### config.mk
export PLATFORM = sky130hd
export DESIGN_NAME = multi_channel_countdown_timer
export DESIGN_NICKNAME = d
export VERILOG_FILES = /design/src/hdl/mctmr_pkg.sv /design/src/hdl/multi_channel_countdown_timer.sv /design/src/hdl/mctmr_ram.sv /design/src/hdl/mctmr_ctrl.sv /design/src/hdl/mctmr_dp.sv
export VERILOG_INCLUDE_DIRS = /design/src /design/src/hdl
export SDC_FILE = /design/constraint.sdc
export NUM_CORES = 2
export LEC_CHECK = 0
export BUFFER_PORTS_ARGS = -buffer_cell sky130_fd_sc_hd__buf_2
export CORE_ASPECT_RATIO = 2
export CORE_UTILIZATION = 50
export DETAILED_ROUTE_END_ITERATION = 16
export GPL_ROUTABILITY_DRIVEN = 0
export PLACE_DENSITY = 0.65
export SLEW_MARGIN = 30
export SYNTH_ARGS = -nofsm -noshare
export SYNTH_HDL_FRONTEND = slang
export SYNTH_SLANG_ARGS = --single-unit
### constraint.sdc
create_clock -name clk -period 14.3 [get_ports clk]
set_input_delay 1.43 -clock clk [delete_from_list [all_inputs] [get_ports clk]]
set_output_delay 1.43 -clock clk [all_outputs]
set_load 0.01 [all_outputs]
### src/hdl/multi_channel_countdown_timer_macros.svh
// assertion macros for the countdown timer bank
// used by the top level only, no other dependencies
`ifndef MULTI_CHANNEL_COUNTDOWN_TIMER_MACROS_SVH
`define MULTI_CHANNEL_COUNTDOWN_TIMER_MACROS_SVH

// property checked on every rising clock edge outside reset
`define MCT_ASSERT(name, clk, rst_n, prop) \
	name: assert property (@(posedge clk) disable iff (!rst_n) (prop)) \
		else $error("assertion failed");

// implication with the consequent checked in the cycle after the antecedent
`define MCT_ASSERT_NEXT(name, clk, rst_n, ante, cons) \
	name: assert property (@(posedge clk) disable iff (!rst_n) (ante) |=> (cons)) \
		else $error("assertion failed");

`endif

### src/hdl/mctmr_pkg.sv
// shared types and constants of the countdown timer bank
// no dependencies
`timescale 1ns / 1ps

package mctmr_pkg;

	localparam logic [2:0] MODE_TICK   = 3'd0;
	localparam logic [2:0] MODE_START  = 3'd1;
	localparam logic [2:0] MODE_RESUME = 3'd2;
	localparam logic [2:0] MODE_RESET  = 3'd3;
	localparam logic [2:0] MODE_QUERY  = 3'd4;
	localparam logic [2:0] MODE_ALLOC  = 3'd5;

	localparam int MAX_RESULTS = 32;
	localparam int EVT_CNT_W   = $clog2(MAX_RESULTS + 1);

	typedef struct packed {
		logic [2:0]  mode;
		logic [4:0]  timer_id;
		logic [31:0] period_ticks;
		logic        periodic;
		logic        notify;
	} req_t;

	typedef struct packed {
		logic       event_valid;
		logic [4:0] event_timer;
		logic       count_zero;
		logic       paused;
		logic [4:0] new_id;
		logic       id_valid;
		logic       last;
	} rsp_t;

	typedef struct packed {
		logic latch;
		logic rd_req;
		logic exec;
		logic scan;
		logic flush;
	} cmd_t;

	typedef struct packed {
		logic req_tick;
		logic scan_done;
		logic can_push;
	} sts_t;

endpackage

### src/hdl/multi_channel_countdown_timer.sv
// Bank of NUM_TIMERS countdown timers with a request/response interface. A tick walks
// timers 0 up to the allocated count, one timer per cycle unless stalled, through the
// count memory (registered read, then update and write back), and returns one response
// per notifying expiry, up to MAX_RESULTS of them, or one empty response. Every other
// request reads, executes and pushes one response. Responses that are not taken stall the walk.
// Top level: controller, datapath; depends on mctmr_pkg and the macros header
`timescale 1ns / 1ps
`include "multi_channel_countdown_timer_macros.svh"

module multi_channel_countdown_timer #(
	parameter int NUM_TIMERS  = 32,
	parameter int COUNT_WIDTH = 32
) (
	input  logic            clk,
	input  logic            arst_n,
	input  logic            req_valid,
	output logic            req_ready,
	input  mctmr_pkg::req_t req,
	output logic            rsp_valid,
	input  logic            rsp_ready,
	output mctmr_pkg::rsp_t rsp
);

	mctmr_pkg::cmd_t cmd;
	mctmr_pkg::sts_t sts;

	mctmr_ctrl u_ctrl (
		.clk      (clk),
		.arst_n   (arst_n),
		.req_valid(req_valid),
		.req_ready(req_ready),
		.sts      (sts),
		.cmd      (cmd)
	);

	mctmr_dp #(
		.NUM_TIMERS (NUM_TIMERS),
		.COUNT_WIDTH(COUNT_WIDTH)
	) u_dp (
		.clk      (clk),
		.arst_n   (arst_n),
		.req      (req),
		.cmd      (cmd),
		.sts      (sts),
		.rsp_valid(rsp_valid),
		.rsp_ready(rsp_ready),
		.rsp      (rsp)
	);

	`MCT_ASSERT_NEXT(a_busy_after_accept, clk, arst_n, req_valid && req_ready, !req_ready)
	`MCT_ASSERT(a_event_fields_clean, clk, arst_n,
		!(rsp_valid && rsp.event_valid) || (!rsp.id_valid && !rsp.count_zero && !rsp.paused))
	`MCT_ASSERT_NEXT(a_final_then_idle, clk, arst_n, cmd.flush && sts.can_push,
		req_ready && rsp_valid && rsp.last)

endmodule

### src/hdl/mctmr_ram.sv
// generic single write port ram with registered read
// no dependencies
`timescale 1ns / 1ps

module mctmr_ram #(
	parameter int WIDTH = 32,
	parameter int DEPTH = 32
) (
	input  logic                     clk,
	input  logic                     we,
	input  logic [$clog2(DEPTH)-1:0] waddr,
	input  logic [WIDTH-1:0]         wdata,
	input  logic                     re,
	input  logic [$clog2(DEPTH)-1:0] raddr,
	output logic [WIDTH-1:0]         rdata
);

	logic [WIDTH-1:0] mem_q [DEPTH];

	always_ff @(posedge clk) begin
		if (we) begin
			mem_q[waddr] <= wdata;
		end
		if (re) begin
			rdata <= mem_q[raddr];
		end
	end

endmodule

### src/hdl/mctmr_ctrl.sv
// controller state machine of the countdown timer bank
// depends on mctmr_pkg
`timescale 1ns / 1ps

module mctmr_ctrl (
	input  logic              clk,
	input  logic              arst_n,
	input  logic              req_valid,
	output logic              req_ready,
	input  mctmr_pkg::sts_t   sts,
	output mctmr_pkg::cmd_t   cmd
);

	localparam logic [2:0] ST_IDLE  = 3'd0;
	localparam logic [2:0] ST_READ  = 3'd1;
	localparam logic [2:0] ST_EXEC  = 3'd2;
	localparam logic [2:0] ST_SCAN  = 3'd3;
	localparam logic [2:0] ST_FLUSH = 3'd4;

	logic [2:0] state_q;
	logic [2:0] state_nxt;

	always_comb begin
		cmd       = '0;
		req_ready = 1'b0;
		state_nxt = state_q;
		unique case (state_q)
			ST_IDLE: begin
				req_ready = 1'b1;
				if (req_valid) begin
					cmd.latch = 1'b1;
					state_nxt = sts.req_tick ? ST_SCAN : ST_READ;
				end
			end
			ST_READ: begin
				cmd.rd_req = 1'b1;
				state_nxt  = ST_EXEC;
			end
			ST_EXEC: begin
				cmd.exec  = 1'b1;
				state_nxt = ST_FLUSH;
			end
			ST_SCAN: begin
				cmd.scan = 1'b1;
				if (sts.scan_done) begin
					state_nxt = ST_FLUSH;
				end
			end
			ST_FLUSH: begin
				cmd.flush = 1'b1;
				if (sts.can_push) begin
					state_nxt = ST_IDLE;
				end
			end
			default: begin
				state_nxt = ST_IDLE;
			end
		endcase
	end

	always_ff @(posedge clk or negedge arst_n) begin
		if (!arst_n) begin
			state_q <= ST_IDLE;
		end else begin
			state_q <= state_nxt;
		end
	end

endmodule

### src/hdl/mctmr_dp.sv
// datapath of the countdown timer bank: timer flags, period and count memories,
// scan pipeline and result registers; depends on mctmr_pkg and mctmr_ram
`timescale 1ns / 1ps

module mctmr_dp #(
	parameter int NUM_TIMERS  = 32,
	parameter int COUNT_WIDTH = 32
) (
	input  logic             clk,
	input  logic             arst_n,
	input  mctmr_pkg::req_t  req,
	input  mctmr_pkg::cmd_t  cmd,
	output mctmr_pkg::sts_t  sts,
	output logic             rsp_valid,
	input  logic             rsp_ready,
	output mctmr_pkg::rsp_t  rsp
);

	localparam int IW = $clog2(NUM_TIMERS);
	localparam int AW = $clog2(NUM_TIMERS + 1);
	localparam int EW = mctmr_pkg::EVT_CNT_W;

	mctmr_pkg::req_t req_q;
	logic [AW-1:0]         alloc_q;
	logic [NUM_TIMERS-1:0] running_q;
	logic [NUM_TIMERS-1:0] periodic_q;
	logic [NUM_TIMERS-1:0] notify_q;
	logic [NUM_TIMERS-1:0] per_vld_q;
	logic [NUM_TIMERS-1:0] cnt_vld_q;

	logic [AW-1:0] rd_idx_q;
	logic          valid_s1;
	logic [IW-1:0] idx_s1;
	logic [EW-1:0] ev_cnt_q;

	mctmr_pkg::rsp_t hold_q;
	logic            hold_v_q;
	mctmr_pkg::rsp_t out_q;
	logic            out_v_q;

	logic [IW-1:0]          req_idx;
	logic                   req_inb;
	logic [IW-1:0]          scan_idx;
	logic                   scan_more;
	logic [IW-1:0]          use_idx;
	logic [COUNT_WIDTH-1:0] per_in;
	logic [COUNT_WIDTH-1:0] cnt_ram_rd;
	logic [COUNT_WIDTH-1:0] per_ram_rd;
	logic [COUNT_WIDTH-1:0] cnt_rd;
	logic [COUNT_WIDTH-1:0] per_rd;
	logic [COUNT_WIDTH-1:0] cnt_dec;
	logic                   hit;
	logic                   expire;
	logic                   ev_fire;
	logic                   can_push;
	logic                   stall;
	logic                   step;
	logic                   rd_en;
	logic [IW-1:0]          rd_addr;
	logic                   cnt_we;
	logic [COUNT_WIDTH-1:0] cnt_wdata;
	logic                   per_we;
	logic                   op_start;
	logic                   op_resume;
	logic                   op_reset;
	logic [6:0]             evt_ext;
	logic [6:0]             alloc_ext;
	mctmr_pkg::rsp_t        ev_rsp;
	mctmr_pkg::rsp_t        exec_rsp;
	mctmr_pkg::rsp_t        fin_rsp;

	assign req_idx   = IW'(req_q.timer_id);
	assign req_inb   = int'(req_q.timer_id) < NUM_TIMERS;
	assign scan_idx  = rd_idx_q[IW-1:0];
	assign scan_more = rd_idx_q < alloc_q;
	assign use_idx   = cmd.scan ? idx_s1 : req_idx;
	assign per_in    = COUNT_WIDTH'(req_q.period_ticks);
	assign evt_ext   = 7'(idx_s1);
	assign alloc_ext = 7'(alloc_q);

	assign cnt_rd  = cnt_vld_q[use_idx] ? cnt_ram_rd : '0;
	assign per_rd  = per_vld_q[use_idx] ? per_ram_rd : '0;
	assign cnt_dec = cnt_rd - COUNT_WIDTH'(1);

	assign hit     = valid_s1 && running_q[idx_s1];
	assign expire  = hit && (cnt_dec == '0);
	assign ev_fire = expire && notify_q[idx_s1] && (ev_cnt_q < EW'(mctmr_pkg::MAX_RESULTS));

	assign can_push = !out_v_q || rsp_ready;
	assign stall    = cmd.scan && ev_fire && hold_v_q && !can_push;
	assign step     = cmd.scan && !stall;

	assign op_start  = cmd.exec && req_inb && (req_q.mode == mctmr_pkg::MODE_START);
	assign op_resume = cmd.exec && req_inb && (req_q.mode == mctmr_pkg::MODE_RESUME);
	assign op_reset  = cmd.exec && req_inb && (req_q.mode == mctmr_pkg::MODE_RESET);

	assign rd_en   = cmd.rd_req || (step && scan_more);
	assign rd_addr = cmd.rd_req ? req_idx : scan_idx;

	assign per_we = op_start;
	assign cnt_we = (step && hit) || op_start || op_reset;

	always_comb begin
		if (cmd.scan) begin
			cnt_wdata = (expire && periodic_q[idx_s1]) ? per_rd : cnt_dec;
		end else if (op_start) begin
			cnt_wdata = per_in;
		end else begin
			cnt_wdata = per_rd;
		end
	end

	always_comb begin
		ev_rsp             = '0;
		ev_rsp.event_valid = 1'b1;
		ev_rsp.event_timer = evt_ext[4:0];
		exec_rsp           = hold_q;
		if (req_q.mode == mctmr_pkg::MODE_QUERY) begin
			exec_rsp.count_zero = req_inb && (cnt_rd == '0);
			exec_rsp.paused     = !req_inb || !running_q[req_idx];
		end
		if ((req_q.mode == mctmr_pkg::MODE_ALLOC) && (int'(alloc_q) < NUM_TIMERS)) begin
			exec_rsp.new_id   = alloc_ext[4:0];
			exec_rsp.id_valid = 1'b1;
		end
		fin_rsp      = hold_q;
		fin_rsp.last = 1'b1;
	end

	mctmr_ram #(
		.WIDTH(COUNT_WIDTH),
		.DEPTH(NUM_TIMERS)
	) u_cnt_ram (
		.clk  (clk),
		.we   (cnt_we),
		.waddr(use_idx),
		.wdata(cnt_wdata),
		.re   (rd_en),
		.raddr(rd_addr),
		.rdata(cnt_ram_rd)
	);

	mctmr_ram #(
		.WIDTH(COUNT_WIDTH),
		.DEPTH(NUM_TIMERS)
	) u_per_ram (
		.clk  (clk),
		.we   (per_we),
		.waddr(req_idx),
		.wdata(per_in),
		.re   (rd_en),
		.raddr(rd_addr),
		.rdata(per_ram_rd)
	);

	// timer flags, valid bits and allocation
	always_ff @(posedge clk or negedge arst_n) begin
		if (!arst_n) begin
			alloc_q    <= AW'(1);
			running_q  <= '0;
			periodic_q <= '0;
			notify_q   <= '0;
			per_vld_q  <= '0;
			cnt_vld_q  <= '0;
		end else begin
			if (cnt_we) begin
				cnt_vld_q[use_idx] <= 1'b1;
			end
			if (per_we) begin
				per_vld_q[req_idx] <= 1'b1;
			end
			if (step && expire && !periodic_q[idx_s1]) begin
				running_q[idx_s1] <= 1'b0;
			end
			if (op_start) begin
				periodic_q[req_idx] <= req_q.periodic;
				notify_q[req_idx]   <= req_q.notify;
			end
			if (op_start || op_resume || op_reset) begin
				running_q[req_idx] <= 1'b1;
			end
			if (cmd.exec && (req_q.mode == mctmr_pkg::MODE_ALLOC)
				&& (int'(alloc_q) < NUM_TIMERS)) begin
				alloc_q <= alloc_q + AW'(1);
			end
		end
	end

	// scan control, event hold and output register
	always_ff @(posedge clk or negedge arst_n) begin
		if (!arst_n) begin
			rd_idx_q <= '0;
			valid_s1 <= 1'b0;
			idx_s1   <= '0;
			ev_cnt_q <= '0;
			hold_v_q <= 1'b0;
			out_v_q  <= 1'b0;
		end else begin
			if (cmd.latch) begin
				rd_idx_q <= '0;
				valid_s1 <= 1'b0;
				ev_cnt_q <= '0;
				hold_v_q <= 1'b0;
			end else if (step) begin
				valid_s1 <= scan_more;
				if (scan_more) begin
					rd_idx_q <= rd_idx_q + AW'(1);
					idx_s1   <= scan_idx;
				end
				if (ev_fire) begin
					ev_cnt_q <= ev_cnt_q + EW'(1);
					hold_v_q <= 1'b1;
				end
			end
			if (step && ev_fire && hold_v_q) begin
				out_v_q <= 1'b1;
			end else if (cmd.flush && can_push) begin
				out_v_q <= 1'b1;
			end else if (rsp_ready) begin
				out_v_q <= 1'b0;
			end
		end
	end

	always_ff @(posedge clk) begin
		if (cmd.latch) begin
			req_q  <= req;
			hold_q <= '0;
		end else if (step && ev_fire) begin
			hold_q <= ev_rsp;
		end else if (cmd.exec) begin
			hold_q <= exec_rsp;
		end
		if (step && ev_fire && hold_v_q) begin
			out_q <= hold_q;
		end else if (cmd.flush && can_push) begin
			out_q <= fin_rsp;
		end
	end

	assign sts.req_tick  = req.mode == mctmr_pkg::MODE_TICK;
	assign sts.scan_done = !valid_s1 && !scan_more;
	assign sts.can_push  = can_push;

	assign rsp_valid = out_v_q;
	assign rsp       = out_q;

endmodule
==> results.ini <==
[synth]
netlist_area_sq_um=94000
yosysSeqAreaShare_pct=74.6
synth_edf_count=2169
synth_flop_cell=edfxtp_1
syn_avg_cell_area_sq_um=18.3
ys_async_sr_fraction_pct=7.97
synth_top_cell_by_area=edfxtp_1
yosysMostFrequentCell=edfxtp_1
synth_top_cell_area_share_pct=69.3
syn-num-nets=5202
ys_ff_latch=2372
yosysWarnings=0
synthDistinctLibCells=80
synth_common_cells=edfxtp_1 (2169), nand2_1 (721), mux4_2 (549), nand3_1 (359), clkbuf_1 (197)
synth_cells=5145
synth_area_leaders=edfxtp_1 (69%), mux4_2 (13%), dfrtp_1 (5.0%)

[layout]
drive_above_1_share_pct=24.3
fin_nets=5344
final_core_util_pct=56.4
synthToLayoutAreaGrowth_pct=11.9

[clocking]
clk_latency_ns=0.85
clock-sinks=2372
clk_pin_slew_ns=0.07
cts_tree=yes
tritoncts.num_buffers=201
htreeDepth=4
clockBufferDepth=4
holdBufCountCts=0
cts_setup_buffers=0
post_cts_resized=0
cts-root-buf=clkbuf_16

[detailed_routing]
ant_nets=0
wl_mm=254
drt_iter0_drc=5113
wire_per_inst_microns=32.1
firstDrtPassIters=6
num_vias=49853
drc=0
avgViaCountPerCell=6.30

[setup_path]
cp.required_ns=14.85
cp-startpoint=u_ctrl.state_q[1]$_DFFE_PN0P_
crit_end=u_dp.u_cnt_ram.mem_q[31][3]$_DFFE_PP_
reg2reg_to=u_dp.u_cnt_ram.mem_q[31][3]$_DFFE_PP_
worstPathMaxFanout=32
crit_path_start_kind=flip-flop
regToRegSetupSlack_ns=6.45
timing.rr.start=u_ctrl.state_q[1]$_DFFE_PN0P_
crit_arrival_ns=8.40
reg2regPathDepth=18
path_class=reg2reg
endpoint_kind=flip-flop

[floorplanning]
die_w_microns=309
num_rows=224
die_area_sq_um=190000
start_util_pct=50.5
ios=63
core-area_sq_um=186000
dieHeight_microns=615

[sta]
fin_crit_sh_pct=54.9
rsz0062_at_grt=false
setup_viol_count_final=0
slew_viol_final=0
skew_ns=0.0699
slew-limit-headroom_pct=24.4
fin_setup_tns_ns=0
min_period_ns=7.85
finalHoldViolCount=0
fmax_mhz=127
tightest_slew_ns=1.12

[power]
vdd_ir_drop_max_mv=0.142
p_total_mw=20.3
power_density_nw_per_um2=193
cellLeakagePower_nw=35.2

[global_routing]
grt_pass1_wl_mm=365
grt_overflow_total=0
antenna_found_initial=6
grt_max_degree=125
grt_usage_pct=27.1
grt_pass1_vias=51822

[placement]
port_buffers=62
dp_hpwl_mm=145

[min_path]
hold_path_class=reg2reg

[status]
status=finished clean

[flow_run]
drv_cap=0

[per-stage QoR]
| stage | instance area, sq um | setup slack (ns) | instances | hold WS (ns) |
|---|---|---|---|---|
| 3_3_place_gp | 98500 | 6.31 | 7561 | 0.420 |
| 2_1_floorplan | 94000 | 7.72 | 5145 | 0.402 |
| 5_1_grt | 105000 | 6.02 | 7917 | 0.452 |
| 3_5_place_dp | 98600 | 6.37 | 7563 | 0.428 |
| 6_report | 105000 | 6.45 | 7918 | 0.444 |
| 4_1_cts | 105000 | 6.33 | 7909 | 0.447 |
[area by class of cell]
cell class              instances  area (sq um)
fillers                     14003         81200
flip-flops and latches       2372         70100
multi-input cells            2449         23500
clock buffers                 244          5240
well taps                    2486          3110
repair buffers                248          1930
clock inverters               102          1160
inverters                      15          57.6
diodes                          2          5.00
[power by group]
| group | leakage [nW] | switching, mW | internal, mW | total [mW] |
|---|---|---|---|---|
| logic | 9.70 | 3.59 | 2.23 | 5.82 |
| registers | 22.4 | 0.263 | 8.73 | 8.99 |
| clock network | 3.11 | 2.44 | 3.07 | 5.52 |
| total | 35.2 | 6.30 | 14.0 | 20.3 |
[cells in the final DEF (no fill, tap or decap), drive strengths merged, types with 16 or more instances in the layout]
cell	netlist	routed
edfxtp	2169	2169
nand2	722	722
mux4	549	549
nand3	360	360
buf	112	248
clkbuf	197	244
dfrtp	188	188
nor2	151	151
o21ai	103	103
mux2	83	83
clkinv	0	66
a21oi	38	38
or2	36	36
o21bai	32	32
mux2i	30	30
bufinv	0	26
and2	25	25
a31oi	22	22
a211oi	18	18
xnor2	17	17
a221oi	17	17
o22a	16	16
o32a	16	16
nor3	16	16
inv	15	16
[registers in the layout, indices dropped and copies added (netlist names)]
name and count:
u_ctrl.state_q 3, u_dp.per_in 32, u_dp.hold_v_q 1, u_dp.rsp_valid 1, u_dp.u_per_ram.rdata 32, u_dp.u_cnt_ram.rdata 32, u_dp.valid_s1 1, u_dp.per_vld_q 32
u_dp.cnt_vld_q 32, u_dp.running_q 32, u_dp.req_idx 5, u_dp.periodic_q 32, u_dp.u_cnt_ram.mem_q 1024, u_dp.notify_q 32, u_dp.idx_s1 5, u_dp.rsp 15
u_dp.fin_rsp 8, u_dp.rd_idx_q 6, u_dp.alloc_q 6, u_dp.exec_rsp 6, u_dp.u_per_ram.mem_q 1024, u_dp.req_q 5, u_dp.ev_cnt_q 6
[metal layers]
layer	GRT usage, %	vias to the layer above	part of all wire, %
li1	-	20662	-
met1	30.8	26289	34
met2	48.5	2168	54
met3	3.51	730	5.8
met4	15.6	4	6.7
met5	0	-	0.0094
[cells by family (layout without fill, tap and decap cells)]
logic type | Yosys count | count (layout) | synth area share [%]
muxes | 662 | 662 | 14.5
AOI/OAI and AO/OA | 325 | 325 | 2.41
buffers and inverters | 324 | 609 | 1.35
and+or+nand+nor | 1427 | 1427 | 6.83
other | 0 | 2 | 0
xor gates and xnor gates | 24 | 24 | 0.224
adders and majority gates | 11 | 11 | 0.146
DFF | 2372 | 2372 | 74.6
[worst max-delay path, stage by stage, from the launching register on]
cell and delay [ns]:
dfrtp_1 0.56, and3b_1 0.28, buf_4 0.37, mux2_2 0.60
a221oi_1 0.21, a2111oi_2 0.47, and4_1 0.76, nand2_1 0.22
ha_2 0.42, nor2_1 0.20, a21oi_1 0.10, o21ai_0 0.27
nand4_1 0.12, or3_1 0.39, nor4_1 0.71, or4b_4 0.61
a21oi_4 0.70, a221oi_2 0.20, buf_4 0.29
[how the worst min path moves through the flow]
stage / startpoint / endpoint / cells past startpoint
after global placement: u_dp.fin_rsp[8]$_SDFFE_PP0P_ / u_dp.rsp[8]$_DFFE_PP_ / 0
after CTS: u_dp.fin_rsp[6]$_SDFFE_PP0P_ / u_dp.rsp[6]$_DFFE_PP_ / 0
after detailed placement: u_dp.fin_rsp[6]$_SDFFE_PP0P_ / u_dp.rsp[6]$_DFFE_PP_ / 0
after floorplan: u_dp.fin_rsp[7]$_SDFFE_PP0P_ / u_dp.rsp[7]$_DFFE_PP_ / 0
final: u_dp.fin_rsp[6]$_SDFFE_PP0P_ / u_dp.rsp[6]$_DFFE_PP_ / 0
after global routing: u_dp.fin_rsp[6]$_SDFFE_PP0P_ / u_dp.rsp[6]$_DFFE_PP_ / 0
No activity file was read; power rests on OpenSTA's default activity.
